**src/hw/rtl/lr_pkg.sv**
```systemverilog
// shared constants, codes and helpers for the line rasterizer
package lr_pkg;

  // default coordinate width
  localparam int COORD_BITS_DEF = 10;

  // depth of the command queue between front and back
  localparam int QUEUE_DEPTH = 2;

  // request kinds carried on the input tuser bit
  localparam logic REQ_LOAD = 1'b0;
  localparam logic REQ_STEP = 1'b1;

  // width of one packed command:
  // {is_load, steep, minor_down, major_pos, major_end, minor_pos, major_span, minor_span}
  function automatic int cmd_width(input int coord_bits);
    cmd_width = 5 * coord_bits + 5;
  endfunction

endpackage

```
**src/hw/rtl/lr_front.sv**
```systemverilog
// front part: accepts items, sorts load endpoints by major axis and registers a command
module lr_front
  import lr_pkg::*;
#(
  parameter int COORD_BITS = COORD_BITS_DEF
) (
  input  logic                               clk,
  input  logic                               rst_n,
  input  logic                               in_valid,
  output logic                               in_ready,
  input  logic                               in_kind,
  input  logic [COORD_BITS-1:0]              ax,
  input  logic [COORD_BITS-1:0]              ay,
  input  logic [COORD_BITS-1:0]              bx,
  input  logic [COORD_BITS-1:0]              by,
  output logic                               cmd_valid,
  input  logic                               cmd_ready,
  output logic [cmd_width(COORD_BITS)-1:0]   cmd_data
);

  localparam int CW = COORD_BITS;
  localparam int CMDW = cmd_width(COORD_BITS);

  logic            x_gt, y_gt;
  logic [CW-1:0]   dx, dy;
  logic            steep;
  logic [CW-1:0]   mj0, mn0, mj1, mn1;
  logic [CW-1:0]   mj_lo, mj_hi, mn_lo, mn_hi;
  logic            do_swap;
  logic            mn_down;
  logic [CW-1:0]   mn_span;
  logic [CMDW-1:0] cmd_nxt;

  logic            valid_r;
  logic [CMDW-1:0] cmd_r;

  // absolute differences and axis choice
  always_comb begin
    x_gt  = ax > bx;
    y_gt  = ay > by;
    dx    = x_gt ? (ax - bx) : (bx - ax);
    dy    = y_gt ? (ay - by) : (by - ay);
    steep = dy > dx;
    if (steep) begin
      mj0 = ay; mn0 = ax; mj1 = by; mn1 = bx;
    end else begin
      mj0 = ax; mn0 = ay; mj1 = bx; mn1 = by;
    end
  end

  // order endpoints so the major coordinate rises
  always_comb begin
    do_swap = steep ? y_gt : x_gt;
    mj_lo   = do_swap ? mj1 : mj0;
    mj_hi   = do_swap ? mj0 : mj1;
    mn_lo   = do_swap ? mn1 : mn0;
    mn_hi   = do_swap ? mn0 : mn1;
    mn_down = !(mn_lo < mn_hi);
    mn_span = steep ? dx : dy;
    cmd_nxt = {(in_kind == REQ_LOAD), steep, mn_down, mj_lo, mj_hi, mn_lo,
               1'b0, (steep ? dy : dx), 1'b0, mn_span};
  end

  assign in_ready  = !valid_r || cmd_ready;
  assign cmd_valid = valid_r;
  assign cmd_data  = cmd_r;

  // command register
  always_ff @(posedge clk) begin
    if (!rst_n) begin
      valid_r <= 1'b0;
    end else if (in_ready) begin
      valid_r <= in_valid;
    end
    if (in_valid && in_ready) begin
      cmd_r <= cmd_nxt;
    end
  end

endmodule

```
**src/hw/rtl/lr_queue.sv**
```systemverilog
// small command queue that decouples front and back
module lr_queue
  import lr_pkg::*;
#(
  parameter int WIDTH = 8,
  parameter int DEPTH = QUEUE_DEPTH
) (
  input  logic             clk,
  input  logic             rst_n,
  input  logic             push_valid,
  output logic             push_ready,
  input  logic [WIDTH-1:0] push_data,
  output logic             pop_valid,
  input  logic             pop_ready,
  output logic [WIDTH-1:0] pop_data
);

  localparam int PW = (DEPTH > 1) ? $clog2(DEPTH) : 1;
  localparam int NW = $clog2(DEPTH + 1);

  logic [WIDTH-1:0] slot_r [DEPTH];
  logic [PW-1:0]    wr_ptr_r, rd_ptr_r;
  logic [NW-1:0]    count_r;
  logic             do_push, do_pop;

  assign push_ready = count_r != NW'(DEPTH);
  assign pop_valid  = count_r != '0;
  assign pop_data   = slot_r[rd_ptr_r];
  assign do_push    = push_valid && push_ready;
  assign do_pop     = pop_valid && pop_ready;

  // pointers and fill count
  always_ff @(posedge clk) begin
    if (!rst_n) begin
      wr_ptr_r <= '0;
      rd_ptr_r <= '0;
      count_r  <= '0;
    end else begin
      if (do_push) begin
        wr_ptr_r <= (wr_ptr_r == PW'(DEPTH - 1)) ? '0 : wr_ptr_r + 1'b1;
      end
      if (do_pop) begin
        rd_ptr_r <= (rd_ptr_r == PW'(DEPTH - 1)) ? '0 : rd_ptr_r + 1'b1;
      end
      if (do_push && !do_pop) begin
        count_r <= count_r + 1'b1;
      end else if (do_pop && !do_push) begin
        count_r <= count_r - 1'b1;
      end
    end
  end

  // storage
  always_ff @(posedge clk) begin
    if (do_push) begin
      slot_r[wr_ptr_r] <= push_data;
    end
  end

  // fill count never passes the depth
  assert property (@(posedge clk) disable iff (!rst_n) count_r <= NW'(DEPTH))
    else $error("queue count beyond depth");

  // a pop alone lowers the count by one
  assert property (@(posedge clk) disable iff (!rst_n)
    (do_pop && !do_push) |=> (count_r == $past(count_r) - 1'b1))
    else $error("queue count not lowered on pop");

endmodule

```
**src/hw/rtl/lr_back.sv**
```systemverilog
// back part: holds the line state, steps the error term and registers pixels
module lr_back
  import lr_pkg::*;
#(
  parameter int COORD_BITS = COORD_BITS_DEF
) (
  input  logic                             clk,
  input  logic                             rst_n,
  input  logic                             cmd_valid,
  output logic                             cmd_ready,
  input  logic [cmd_width(COORD_BITS)-1:0] cmd_data,
  output logic                             pix_valid,
  input  logic                             pix_ready,
  output logic [COORD_BITS-1:0]            pix_x,
  output logic [COORD_BITS-1:0]            pix_y,
  output logic                             pix_last
);

  localparam int CW = COORD_BITS;
  localparam int SW = COORD_BITS + 1;
  localparam int EW = COORD_BITS + 3;

  // command fields
  logic          c_load, c_steep, c_down;
  logic [CW-1:0] c_mj_pos, c_mj_end, c_mn_pos;
  logic [SW-1:0] c_mj_span, c_mn_span;

  // line state
  logic                 active_r, steep_r, down_r;
  logic [CW-1:0]        major_pos_r, major_end_r, minor_pos_r;
  logic [SW-1:0]        major_span_r, minor_span_r;
  logic signed [EW-1:0] error_r;

  // output register
  logic          out_valid_r, out_last_r;
  logic [CW-1:0] out_x_r, out_y_r;

  logic                 pop, emit, is_last, minor_move;
  logic signed [EW-1:0] err_sum;

  assign {c_load, c_steep, c_down, c_mj_pos, c_mj_end, c_mn_pos, c_mj_span, c_mn_span} =
    cmd_data;

  // pop whenever the output slot is free or being emptied
  assign cmd_ready = !out_valid_r || pix_ready;
  assign pop       = cmd_valid && cmd_ready;
  assign emit      = pop && !c_load && active_r;
  assign is_last   = major_pos_r == major_end_r;

  // error update and midpoint test, 2*(err + minor_span) >= major_span
  always_comb begin
    err_sum    = error_r + $signed({2'b00, minor_span_r});
    minor_move = $signed({err_sum, 1'b0}) >= $signed({3'b000, major_span_r});
  end

  // line state and output register
  always_ff @(posedge clk) begin
    if (!rst_n) begin
      active_r     <= 1'b0;
      steep_r      <= 1'b0;
      down_r       <= 1'b0;
      major_pos_r  <= '0;
      major_end_r  <= '0;
      minor_pos_r  <= '0;
      major_span_r <= '0;
      minor_span_r <= '0;
      error_r      <= '0;
      out_valid_r  <= 1'b0;
    end else begin
      if (pop && c_load) begin
        active_r     <= 1'b1;
        steep_r      <= c_steep;
        down_r       <= c_down;
        major_pos_r  <= c_mj_pos;
        major_end_r  <= c_mj_end;
        minor_pos_r  <= c_mn_pos;
        major_span_r <= c_mj_span;
        minor_span_r <= c_mn_span;
        error_r      <= '0;
      end else if (emit) begin
        if (is_last) begin
          active_r <= 1'b0;
        end else begin
          major_pos_r <= major_pos_r + 1'b1;
          if (minor_move) begin
            minor_pos_r <= down_r ? (minor_pos_r - 1'b1) : (minor_pos_r + 1'b1);
            error_r     <= err_sum - $signed({2'b00, major_span_r});
          end else begin
            error_r <= err_sum;
          end
        end
      end
      if (emit) begin
        out_valid_r <= 1'b1;
      end else if (pix_ready) begin
        out_valid_r <= 1'b0;
      end
    end
    if (emit) begin
      out_x_r    <= steep_r ? minor_pos_r : major_pos_r;
      out_y_r    <= steep_r ? major_pos_r : minor_pos_r;
      out_last_r <= is_last;
    end
  end

  assign pix_valid = out_valid_r;
  assign pix_x     = out_x_r;
  assign pix_y     = out_y_r;
  assign pix_last  = out_last_r;

  // a pixel is only produced while a line is active
  assert property (@(posedge clk) disable iff (!rst_n)
    (out_valid_r && !$past(out_valid_r)) |-> $past(active_r))
    else $error("pixel emitted with no active line");

  // the final pixel ends the line
  assert property (@(posedge clk) disable iff (!rst_n)
    (emit && is_last && !(pop && c_load)) |=> !active_r)
    else $error("line still active after final pixel");

endmodule

```
**src/hw/rtl/line_rasterizer.sv**
```systemverilog
// line rasterizer top level: stream ports, front classifier, command queue, pixel stepper
// a step item passes the front command register, a queue slot and the output register in turn
// throughput: one item per clock unless stalled; the pixel stepper does one add, compare and subtract a cycle
// in_tready stays high while out_tready is high, except the first such cycle after a full queue
// reset (rst_n low, synchronous) empties the queue and output and leaves no line active
module line_rasterizer
  import lr_pkg::*;
#(
  parameter int COORD_BITS = COORD_BITS_DEF
) (
  input  logic                                clk,
  input  logic                                rst_n,
  input  logic                                in_tvalid,
  output logic                                in_tready,
  // start_x, start_y, end_x, end_y from the lowest bit up, zero padded to bytes
  input  logic [((4*COORD_BITS+7)/8)*8-1:0]   in_tdata,
  // req_type
  input  logic                                in_tuser,
  output logic                                out_tvalid,
  input  logic                                out_tready,
  // pixel_x, pixel_y from the lowest bit up, zero padded to bytes
  output logic [((2*COORD_BITS+7)/8)*8-1:0]   out_tdata,
  output logic                                out_tlast
);

  localparam int CW   = COORD_BITS;
  localparam int CMDW = cmd_width(COORD_BITS);
  localparam int OW   = ((2*COORD_BITS+7)/8)*8;

  logic            f_valid, f_ready, b_valid, b_ready;
  logic [CMDW-1:0] f_data, b_data;
  logic [CW-1:0]   px, py;

  // front: classify and sort endpoints
  lr_front #(.COORD_BITS(COORD_BITS)) u_front (
    .clk       (clk),
    .rst_n     (rst_n),
    .in_valid  (in_tvalid),
    .in_ready  (in_tready),
    .in_kind   (in_tuser),
    .ax        (in_tdata[CW-1:0]),
    .ay        (in_tdata[2*CW-1:CW]),
    .bx        (in_tdata[3*CW-1:2*CW]),
    .by        (in_tdata[4*CW-1:3*CW]),
    .cmd_valid (f_valid),
    .cmd_ready (f_ready),
    .cmd_data  (f_data)
  );

  // command queue
  lr_queue #(.WIDTH(CMDW), .DEPTH(QUEUE_DEPTH)) u_queue (
    .clk        (clk),
    .rst_n      (rst_n),
    .push_valid (f_valid),
    .push_ready (f_ready),
    .push_data  (f_data),
    .pop_valid  (b_valid),
    .pop_ready  (b_ready),
    .pop_data   (b_data)
  );

  // back: pixel stepper
  lr_back #(.COORD_BITS(COORD_BITS)) u_back (
    .clk       (clk),
    .rst_n     (rst_n),
    .cmd_valid (b_valid),
    .cmd_ready (b_ready),
    .cmd_data  (b_data),
    .pix_valid (out_tvalid),
    .pix_ready (out_tready),
    .pix_x     (px),
    .pix_y     (py),
    .pix_last  (out_tlast)
  );

  assign out_tdata = OW'({py, px});

endmodule
```
**config.mk**
```make
export PLATFORM = sky130hd
export DESIGN_NAME = line_rasterizer
export DESIGN_NICKNAME = d
export VERILOG_FILES = /design/src/hw/rtl/lr_pkg.sv /design/src/hw/rtl/lr_front.sv /design/src/hw/rtl/lr_queue.sv /design/src/hw/rtl/lr_back.sv /design/src/hw/rtl/line_rasterizer.sv
export SDC_FILE = /design/constraint.sdc
export NUM_CORES = 1
export LEC_CHECK = 0
export CAP_MARGIN = 30
export CORE_MARGIN = 2
export CORE_UTILIZATION = 31
export DETAILED_ROUTE_END_ITERATION = 7
export DONT_BUFFER_PORTS = 1
export HOLD_SLACK_MARGIN = 0.06
export MAX_ROUTING_LAYER = met4
export PLACE_DENSITY = 0.49
export SLEW_MARGIN = 20
export SYNTH_ARGS = -nofsm -noshare
export SYNTH_HDL_FRONTEND = slang
export SYNTH_HIERARCHICAL = 1
export SYNTH_SLANG_ARGS = --single-unit
```
**constraint.sdc**
```tcl
create_clock -name clk -period 9.7 [get_ports clk]
set_clock_uncertainty 0.1 [all_clocks]
set_input_delay 1.94 -clock clk [delete_from_list [all_inputs] [get_ports clk]]
set_output_delay 1.94 -clock clk [all_outputs]
set_load 0.01 [all_outputs]
```
Yosys cells after proc, flatten, opt, wreduce, memory -nomap -nowiden
Memories as Yosys holds them, arrays and structs flattened. A register that Yosys moved wholly into a read port is not among the register bits.
Cells that the tools add are included.
{"block": "classes", "eq_ne": 3, "muxes": 37, "magnitude_cmp": 5, "n_reduce_logical": 27, "add_sub_neg": 13, "bitwise": 3}
{"cell": "$mux 10", "n": 22}
{"cell": "$sub 10x10->10", "n": 4}
{"cell": "$gt 10x10->1", "n": 3}
{"cell": "$add 10x1->10 const B", "n": 2}
{"cell": "$ge 14x12->1", "n": 1}
{"cell": "$add 13x12->13", "n": 1}
{"cell": "$mux 13", "n": 1}
{"cell": "$sub 13x12->13", "n": 1}
{"cell": "$mux 1", "n": 12}
{"cell": "$reduce_bool 2->1", "n": 6}
{"cell": "$eq 10x10->1", "n": 1}
{"cell": "$lt 10x10->1", "n": 1}
{"cell": "$sub 10x1->10 const B", "n": 1}
{"cell": "$logic_and 1x1->1", "n": 8}
{"cell": "$logic_not 1->1", "n": 6}
{"cell": "$reduce_and 2->1", "n": 3}
{"cell": "$mux 2", "n": 2}
{"cell": "$ne 2x2->1 const B", "n": 2}
{"cell": "$not 1->1", "n": 3}
{"cell": "$reduce_and 3->1", "n": 1}
{"cell": "$add 1x1->1 const B", "n": 2}
{"cell": "$add 2x1->2 const B", "n": 1}
{"cell": "$logic_or 1x1->1", "n": 2}
{"cell": "$reduce_or 2->1", "n": 1}
{"cell": "$sub 2x1->2 const B", "n": 1}
{"block": "totals", "mem_count": 1, "ramBits": 106, "register_bits": 148, "elab_cells": 107}
{"memory": "u_queue.slot_r", "words": 2, "width": 53, "rd": 1, "rd_clocked_by_memory_dff": 1, "wr": 1, "line_no": "lr_queue.sv:21", "source": "logic [WIDTH-1:0] slot_r [DEPTH];"}

Longest topological paths before layout
Gate-level depths: netlist of the first run.
{"block": "depth", "ltp_word": 7, "mapped_depth": 30}

By module
Netlist of the first run, hierarchy kept.
{"module": "lr_front", "area_each_um2": 5664.2, "instances": 1, "cells_per_inst": 688}
{"module": "lr_back", "area_each_um2": 5436.5, "instances": 1, "cells_per_inst": 601}
{"module": "lr_queue", "area_each_um2": 4207.8, "instances": 1, "cells_per_inst": 195}
{"module": "line_rasterizer", "area_each_um2": 33.8, "instances": 1, "cells_per_inst": 5}

Worst setup path before layout of the first run
Ideal clock, no wire load.
{"block": "synth_timing", "path_kind": "input port to flip-flop", "from": "input in_tdata[10]", "to": "register u_front.cmd_r[52], in the netlist u_front/cmd_data[52], data pin", "path_stages": 30, "arrival_time_ns": 7.188, "slack_ns": 2.143, "setup_ns": 0.269, "required_time_ns": 9.331, "path_buffers": 4, "cell_sequence": "inv_1 > ha_1 > inv_1 > fa_1 > a21oi_2 > o211ai_2 > or4b_4 > nand2_2 > buf_6 > mux2i_1 > xor2_1 > inv_1 > ha_1 > nand4_1 > nor2_1 > a221oi_1 > a32oi_1 > buf_2 > buf_2 > clkbuf_1 > o211ai_1 > o21ai_0 > ha_1 > a21o_1 > a21o_1 > a21oi_1 > o21ai_0 > a21o_1 > a221oi_1 > o21ai_0"}
{"block": "synth_between", "elab_chain_len": 7, "elab_cells_between_ends": 12, "classes_between": "add/sub: 2; order compare: 3; mux: 6; reduce/logical: 1"}
{"element": "start: declaration", "line_no": "line_rasterizer.sv:16", "source": "input logic [((4*COORD_BITS+7)/8)*8-1:0] in_tdata,"}
{"element": "$sub 10x10->10 or $gt 10x10->1 (tied branches)", "line_no": "lr_front.sv:42, lr_front.sv:40"}
{"element": "$mux 10", "line_no": "lr_front.sv:42", "source": "dy = y_gt ? (ay - by) : (by - ay);"}
{"element": "$gt 10x10->1", "line_no": "lr_front.sv:43", "source": "steep = dy > dx;"}
{"element": "$mux 10 or $mux 1 (tied branches)", "line_no": "lr_front.sv:44, lr_front.sv:53"}
{"element": "$mux 10, on equally long branches", "line_no": "lr_front.sv:56, lr_front.sv:57"}
{"element": "$lt 10x10->1 *", "line_no": "lr_front.sv:58", "source": "mn_down = !(mn_lo < mn_hi);"}
{"element": "$logic_not 1->1 *", "line_no": "lr_front.sv:58"}
{"element": "via u_front.cmd_nxt[52]", "line_no": "lr_front.sv:32", "source": "logic [CMDW-1:0] cmd_nxt;"}
{"element": "end signal: assignment", "line_no": "lr_front.sv:76", "source": "cmd_r <= cmd_nxt;"}
{"element": "end: declaration", "line_no": "lr_front.sv:35", "source": "logic [CMDW-1:0] cmd_r;"}
Mark *: on every way through the listed nets, which the timed path passes. The rest lies on a longest branch.
A chain may end at the register's enable or synchronous reset.

Worst setup path after layout of the first run
{"block": "layout_timing", "from": "input in_tdata[10]", "to": "register u_front.cmd_r[52], in the netlist u_front/cmd_data[52], data pin"}
{"block": "layout_between", "elab_chain_len": 7, "elab_cells_between_ends": 12, "classes_between": "add/sub: 2; order compare: 3; mux: 6; reduce/logical: 1"}
{"element": "$sub 10x10->10 or $gt 10x10->1 (tied branches)", "line_no": "lr_front.sv:42, lr_front.sv:40"}
{"element": "$mux 10", "line_no": "lr_front.sv:42"}
{"element": "$gt 10x10->1", "line_no": "lr_front.sv:43"}
{"element": "$mux 10 or $mux 1 (tied branches)", "line_no": "lr_front.sv:44, lr_front.sv:53"}
{"element": "$mux 10 *", "line_no": "lr_front.sv:56", "source": "mn_lo = do_swap ? mn1 : mn0;"}
{"element": "via u_front.cmd_nxt[25]", "line_no": "lr_front.sv:32"}
{"element": "$lt 10x10->1 *", "line_no": "lr_front.sv:58"}
{"element": "$logic_not 1->1 *", "line_no": "lr_front.sv:58"}
{"element": "via u_front.cmd_nxt[52]", "line_no": "lr_front.sv:32"}
Marked as above.

==> impl_metrics.csv, run 1 <==
group,metric,value,unit
outcome,status,"completed",
logic_synthesis,synth_compound_area_share,16.1,%
worst_setup_path,crit_path_max_fanout,33,
worst_setup_path,r2r_slack,5160,ps
worst_setup_path,r2r_end,"u_back/error_r[8]",
worst_hold_path,whs_path_depth,0,
global_routing,track_usage,16.6,%
timing,timing.fmax,124,MHz
power_and_ir_drop,p_per_area,276,nW/um2
logic_synthesis,yosys_warnings,6,
cts,cts_tree,"done",
logic_synthesis,synth_xor_area_share,3.59,%
die,die_area,51300,um2
logic_synthesis,muxShareOfSynthArea,8.25,%
die,core-area,48800,um2
logic_synthesis,synth_ff_type,"edfxtp_1",
logic_synthesis,synth-simple-area-share,12.5,%
logic_synthesis,synth_edf_count,184,
cells_and_area,n_fill_cell,5051,
timing,fin_crit_sh,83.2,%
cts,postCtsHoldBufs,0,
place,hpwl,30200,um
global_routing,grt_antenna_before_repair,2,
cells_and_area,area_growth,9.75,%
place,numPortBuffers,0,
worst_hold_path,min_delay_worst_endpoint,"u_queue/slot_r[0][43]",
die,die-height,226,um
worst_setup_path,slowest_stage,"a32oi_4",
logic_synthesis,synth.largest_area_cell,"edfxtp_1",
worst_setup_path,cp.buffers_inverters,3,
cts,h-tree-depth,1,
route,drc,0,
timing,maxSlewViolCount,0,
route,dr_total_vias,10800,
timing,worst_slew_pin_slew,927,ps
cts,clkLatencyLatePin,530,ps
logic_synthesis,yosysUniqueCellTypes,91,
cts,cts_sinks,259,
logic_synthesis,syn_area,15300,um2
worst_hold_path,worstHoldStart,"u_front/cmd_data[43]",
route,ant_nets,0,
global_routing,grt_overflow_total,0,
power_and_ir_drop,vdd.ir_drop.worst,151,uV
logic_synthesis,synth_top_family_by_area,"compound AO/OA/AOI/OAI gates",
cts,clk_root_buffer_cell,"clkbuf_16",
logic_synthesis,synthAdderAreaFrac,8.99,%
cts,clk_pin_slew,60,ps
worst_setup_path,crit_required,9870,ps
worst_setup_path,critPathLaunchType,"primary input",
cells_and_area,drive_gt1_share,11.7,%
cells_and_area,multi_input_area,7640,um2
timing,rsz0062_at_grt,"no",
route,routed_via_density,5.05,
cells_and_area,seqCellArea,7030,um2
run,drv_cap,0,
timing,fin_tns_setup,0,ps
timing,max_slew_margin,38.2,%
logic_synthesis,synth.area.top_cells,"edfxtp_1, dfxtp_1, ha_1",
logic_synthesis,syn_inst,1489,
logic_synthesis,syn_avg_cell_area,10.3,um2
worst_setup_path,regToRegStartpoint,"u_back/error_r[0]",
power_and_ir_drop,p_leak,6.41,nW
die,pin_count,72,
worst_hold_path,hp-class,"register to register",
cts,cts_buffers,29,
cells_and_area,nets,1611,
die,initial_utilization,31.4,%
global_routing,grt_pass1_vias,10600,
timing,hold_viol,0,
place,gp_congestion,0.881,
logic_synthesis,synth_most_common_cell,"edfxtp_1",
cts,cts.path.max_buffers,3,
worst_setup_path,crit_arrival,8240,ps
route,dr.first_iter.drc_count,787,
die,die_w,226,um
worst_setup_path,crit_path_end_kind,"register",
global_routing,grt_max_degree,80,
worst_setup_path,critPathMaxStageDelay,750,ps
die,fp-row-count,81,
timing,finalSetupViolCount,0,
logic_synthesis,yosys-top-cells-count,"edfxtp_1, nand2_1, o21ai_0, ha_1, a21oi_1",
cells_and_area,antenna_cells,0,
logic_synthesis,synth.top_cell.area_share,36.0,%
worst_setup_path,r2r_cells,17,
cts,post_cts_buffers,0,
worst_setup_path,cp_top_family,"compound AO/OA/AOI/OAI gates",
cts,post_cts_resized,0,
place,dp_slack,1110,ps
worst_setup_path,path_class,"primary input to register",
logic_synthesis,ys_seq_area_share,45.8,%
timing,fin_ws,1630,ps
route,firstDrtPassIters,7,
route,wire_per_inst,19.1,um
route,wl,40900,um
global_routing,grt_pass1_wl,64000,um
logic_synthesis,ys_seq_elements,259,
logic_synthesis,postSynth.asyncResetShare,0,%
timing,fin_crit,8070,ps
[per-stage QoR]
step	instances	util [%]	hold slack [ps]	instance area (um2)	power (mW)
finish	2145	34.5	343	16800	4.65
global route	2145	34.5	344	16800	4.99
CTS	2144	34.4	344	16800	4.70
detailed placement	2092	32.6	330	15900	3.66
global placement	2091	32.6	326	15900	3.64
floorplan	1493	-	321	15400	3.12
[layout make-up]
class,count,area share [%]
clock inverters,21,0.907
flip-flops and latches,259,41.7
clock buffers,31,4.35
inverters,83,1.85
repair buffers,15,0.810
multi-input cells,1072,45.4
well taps,664,4.93
[power by group]
group          internal, mW  switching, mW
registers              1.52          0.150
clock network         0.595          0.422
logic                 0.784           1.18
[cell families (layout without fill, tap and decap cells)]
kind of cell / after synthesis / after routing
other: 2 / 6
AND/OR/NAND/NOR: 403 / 403
adder cells (fa/ha/maj): 106 / 106
AO/OA/AOI/OAI: 379 / 379
buffers and inverters: 162 / 150
XOR/XNOR: 62 / 62
flip-flops: 259 / 259
multiplexers: 116 / 116
[layout by cell type, fill, tap and decap left out, types with 29 or more instances in the layout]
master and n:
a21boi_0 38, a21oi_1 97, clkbuf_16 29, dfxtp_1 74
edfxtp_1 184, ha_1 99, inv_1 82, mux2_2 75
mux2i_1 37, nand2_1 152, nand3_1 57, nor2_1 93
o21ai_0 108, xnor2_1 32, xor2_1 29
[sequential cells by signal, indices dropped and copies added (netlist names), 2 cells and up, named ones only]
name / flops
u_back/error_r: 13
u_back/major_span_r: 11
u_back/major_pos_r: 10
u_front/cmd_data: 53
u_back/major_end_r: 10
u_back/minor_span_r: 11
u_queue/count_r: 2
u_back/pix_x: 10
u_back/pix_y: 10
u_queue/slot_r: 110
u_back/minor_pos_r: 10
[routing by layer]
| metal | wire (um) | up-vias | track usage, % |
|---|---|---|---|
| li1 | - | 5325 | - |
| met1 | 20200 | 5202 | 23.7 |
| met2 | 17600 | 261 | 24.7 |
| met3 | 2480 | 43 | 3.02 |
| met4 | 594 | 0 | 3.10 |
| met5 | 0 | - | - |
[worst max path at each step]
| stage | startpoint | end | slack (ps) | cells after the start |
|---|---|---|---|---|
| floorplan | in_tdata[10] | u_front/cmd_data[52] | 2140 | 30 |
| global placement | in_tdata[10] | u_front/cmd_data[52] | 1300 | 25 |
| detailed placement | in_tdata[10] | u_front/cmd_data[52] | 1110 | 25 |
| CTS | in_tdata[10] | u_front/cmd_data[52] | 1690 | 25 |
| global route | in_tdata[10] | u_front/cmd_data[52] | 1200 | 25 |
| finish | in_tdata[10] | u_front/cmd_data[52] | 1630 | 25 |
Power figures use the tool's default switching activity.
==> inputs of run 2 (changes only) <==
- clock period: 9.7 -> 8.1 ns (I/O delays scaled with it)
==> impl_metrics.csv, run 2 (synthesis gave the netlist of run 1 again) <==
group,metric,value,unit
cts,clk_root_buffer_cell,"clkbuf_16",
route,dr.first_iter.drc_count,595,
place,numPortBuffers,0,
power_and_ir_drop,p_leak,6.50,nW
worst_setup_path,crit_arrival,7360,ps
cts,post_cts_resized,0,
cts,cts_tree,"done",
die,core-area,48800,um2
place,hpwl,29900,um
cts,clk_pin_slew,60,ps
timing,timing.fmax,139,MHz
cts,post_cts_buffers,0,
timing,fin_tns_setup,0,ps
cells_and_area,layout_commonest_cell,"edfxtp_1",
die,fp-row-count,81,
route,ant_nets,0,
place,gp_congestion,0.955,
route,drc,0,
timing,worst_slew_pin_slew,1040,ps
die,die_area,51300,um2
global_routing,grt_antenna_before_repair,1,
global_routing,grt_pass1_vias,10500,
outcome,status,"completed",
cts,cts.path.max_buffers,3,
die,pin_count,72,
worst_setup_path,crit_path_max_fanout,31,
worst_setup_path,crit_required,8260,ps
cells_and_area,finalNonFillerCells,2154,
global_routing,grt_overflow_total,0,
cells_and_area,largest_register_ffs,110,
cts,postCtsHoldBufs,0,
timing,maxSlewViolCount,0,
cts,h-tree-depth,1,
cts,clkLatencyLatePin,540,ps
worst_setup_path,path_class,"primary input to register",
route,wire_per_inst,18.6,um
cells_and_area,mostFrequentLayoutCells,"edfxtp_1, nand2_1, o21ai_0",
timing,rsz0062_at_grt,"no",
route,firstDrtPassIters,5,
worst_setup_path,critPathLaunchType,"primary input",
cells_and_area,top_register,"u_queue/slot_r",
die,die-height,226,um
route,routed_via_density,4.97,
power_and_ir_drop,vdd.ir_drop.worst,147,uV
route,wl,40100,um
global_routing,grt_pass1_wl,63100,um
place,post-place-cells,2101,
global_routing,track_usage,16.3,%
global_routing,grt_max_degree,75,
cells_and_area,nets,1618,
power_and_ir_drop,p_per_area,332,nW/um2
cts,cts_buffers,28,
timing,hold_viol,0,
die,die_w,226,um
timing,fin_crit,7190,ps
timing,finalSetupViolCount,0,
cells_and_area,drive_gt1_share,13.0,%
worst_setup_path,r2r_slack,3490,ps
cells_and_area,area_growth,10.6,%
worst_hold_path,hp-class,"register to register",
die,initial_utilization,31.4,%
run,drv_cap,0,
cts,cts_sinks,259,
worst_setup_path,crit_path_end_kind,"register",
timing,max_slew_margin,30.2,%
route,dr_total_vias,10700,
timing,fin_crit_sh,88.8,%
==> run 2: worst paths after layout <==
path | from | to | depth (start not counted)
worst max-delay path | in_tdata[0] | u_front/cmd_data[52] | 25
worst min-delay path | u_front/cmd_data[17] | u_queue/slot_r[0][17] | 0
worst max register to register | u_back/error_r[0] | u_back/error_r[8] | 17
worst min register to register | u_front/cmd_data[17] | u_queue/slot_r[0][17] | 0
==> run 2: critical path, cell delays in order <==
cell      delay, ps
inv_1            90
ha_1            180
inv_1            50
fa_1            380
a21o_1          210
a221oi_2        400
and2_1          390
nor2_8          160
a211oi_2        430
nand2_1         120
xnor2_1         260
ha_1            310
a21o_1          180
a21o_1          170
a221oi_1        420
a32oi_4         150
buf_4           260
o21ai_0         260
ha_1            290
a21o_1          160
a21oi_1         150
o21ai_0         120
a21o_1          180
a221oi_1        270
o21ai_0         130
==> run 2: power breakdown <==
group          internal [mW]  leakage, nW  switching, mW
Sequential              1.82         2.34          0.180
Combinational          0.948         3.68           1.39
Clock                  0.773        0.485          0.528
Total                   3.54         6.50           2.10
==> run 2: final cells by class <==
type / instances / area [um2]
clock inverter: 17 / 130
antenna: 1 / 2.50
clock buffer: 35 / 842
multi-input combinational: 1072 / 7640
fill: 4957 / 31900
tap: 664 / 831
sequential: 259 / 7030
inverter: 83 / 312
timing repair buffer: 23 / 176
==> run 2: through the flow <==
step	hold slack (ps)	worst slack (ps)	cell area [um2]	util, %	total power, mW
final	342	908	17000	34.7	5.64
after global routing	357	366	17000	34.7	6.06
after CTS	341	936	17000	34.7	5.70
after detailed placement	329	383	16000	32.7	4.37
after global placement	324	442	16000	32.7	4.34
after floorplan	321	863	15400	-	3.74
==> run 2: metal layers <==
metal | track usage [%] | part of all wire, %
met5 | - | 0
met2 | 24.5 | 43
met1 | 22.7 | 50
met4 | 3.20 | 1.6
met3 | 3.15 | 5.4
==> inputs of run 3 (changes only) <==
- CORE_UTILIZATION: 31 -> 55
- PLACE_DENSITY: 0.49 -> 0.74
==> impl_metrics.csv, run 3 (synthesis gave the netlist of run 1 again) <==
group,metric,value,unit
outcome,status,"completed",
worst_setup_path,critPathLaunchType,"primary input",
cells_and_area,largest_register_ffs,110,
route,wl,35600,um
worst_setup_path,crit_arrival,7400,ps
global_routing,track_usage,25.3,%
run,drv_cap,0,
cells_and_area,mostFrequentLayoutCells,"edfxtp_1, nand2_1, o21ai_0",
cts,clkLatencyLatePin,530,ps
power_and_ir_drop,p_leak,6.41,nW
worst_setup_path,path_class,"primary input to register",
die,die_w,171,um
cts,clk_pin_slew,60,ps
global_routing,grt_pass1_wl,56500,um
worst_setup_path,crit_path_end_kind,"register",
cells_and_area,antenna_cells,0,
cts,post_cts_buffers,0,
worst_hold_path,hp-class,"register to register",
die,pin_count,72,
cts,cts.path.max_buffers,3,
cts,cts_tree,"done",
timing,hold_viol,0,
cts,cts_sinks,259,
timing,worst_slew_pin_slew,913,ps
place,numPortBuffers,0,
die,core-area,27600,um2
cells_and_area,drive_gt1_share,12.2,%
cells_and_area,layout_commonest_cell,"edfxtp_1",
cells_and_area,n_fill_cell,2380,
place,hpwl,25900,um
route,ant_nets,0,
worst_setup_path,crit_required,8270,ps
die,initial_utilization,55.5,%
timing,max_slew_margin,39.1,%
route,wire_per_inst,19.2,um
cells_and_area,top_register,"u_queue/slot_r",
die,die-height,171,um
place,gp_congestion,0.999,
worst_setup_path,crit_path_max_fanout,66,
timing,finalSetupViolCount,0,
power_and_ir_drop,vdd.ir_drop.worst,183,uV
cts,post_cts_resized,0,
cts,clk_root_buffer_cell,"clkbuf_16",
timing,fin_ws,873,ps
die,die_area,29200,um2
global_routing,grt_max_degree,75,
route,dr.first_iter.drc_count,921,
cells_and_area,area_growth,7.22,%
timing,fin_tns_setup,0,ps
power_and_ir_drop,p_per_area,331,nW/um2
cts,h-tree-depth,1,
cells_and_area,nets,1612,
power_and_ir_drop,power,5.44,mW
timing,timing.fmax,138,MHz
timing,maxSlewViolCount,0,
route,dr_total_vias,10900,
timing,fin_crit,7230,ps
cts,cts_buffers,25,
global_routing,grt_pass1_vias,10400,
route,drc,0,
route,routed_via_density,5.85,
cells_and_area,final_core_util,59.5,%
place,dp_slack,424,ps
timing,rsz0062_at_grt,"no",
timing,fin_crit_sh,89.2,%
global_routing,grt_antenna_before_repair,0,
die,fp-row-count,61,
route,firstDrtPassIters,5,
global_routing,grt_overflow_total,0,
cts,postCtsHoldBufs,0,
==> run 3: cell types whose count changed in the layout (fill, tap and decap cells not counted), sizes merged <==
cell,previous run,this run
buf,23,20
inv,88,85
bufinv,1,3
clkbuf,35,30
clkinvlp,2,1
diode,1,0
==> run 3: where the power goes <==
group,internal [mW],switching [mW],leakage (nW),total [mW]
clock,0.682,0.478,0.404,1.16
sequential,1.82,0.189,2.34,2.01
combinational,0.943,1.33,3.67,2.27
==> run 3: critical path: stages <==
cell and delay (ps):
inv_1 100, ha_1 210, inv_1 70, fa_1 380
a21o_1 200, a221oi_2 370, and2_1 350, nor2_8 120
a211oi_2 390, nand2_1 120, xnor2_1 140, ha_1 310
nand4_1 110, nor2_1 250, a221oi_1 160, a32oi_4 640
buf_4 700, mux2i_1 350, ha_1 290, nand2_1 80
nor3_1 60, a221oi_1 220, o21ai_0 120
==> run 3: stage by stage <==
stage / instance area (um2) / instances / hold slack, ps
after floorplan: 15400 / 1493 / 321
after global placement: 15600 / 1812 / 323
after detailed placement: 15600 / 1812 / 329
after CTS: 16400 / 1857 / 321
after global routing: 16400 / 1857 / 350
final: 16400 / 1857 / 325
==> run 3: cell type report <==
class / instances / area (um2) / share of cell area [%]
clock inverter: 15 / 163 / 0.989
timing repair buffer: 20 / 163 / 0.989
tap: 378 / 473 / 2.88
inverter: 83 / 312 / 1.89
multi-input combinational: 1072 / 7650 / 46.5
sequential: 259 / 7030 / 42.7
clock buffer: 30 / 664 / 4.04
==> run 3: routing by layer <==
layer  vias to the layer above  track usage (%)  wire [um]
met3                        49             3.84       2330
li1                       5323                -          -
met1                      5113             34.5      16300
met4                         0             6.89        828
met5                         -                -          0
met2                       380             39.7      16100
==> run 3: final timing paths <==
kind	from	depth (start not counted)	to	slack, ps
worst max-delay path	in_tdata[0]	23	u_front/cmd_data[52]	870
worst min-delay path	u_front/cmd_data[51]	0	u_queue/slot_r[0][51]	320
worst max register to register	u_back/error_r[0]	17	u_back/error_r[2]	3600
worst min register to register	u_front/cmd_data[51]	0	u_queue/slot_r[0][51]	320
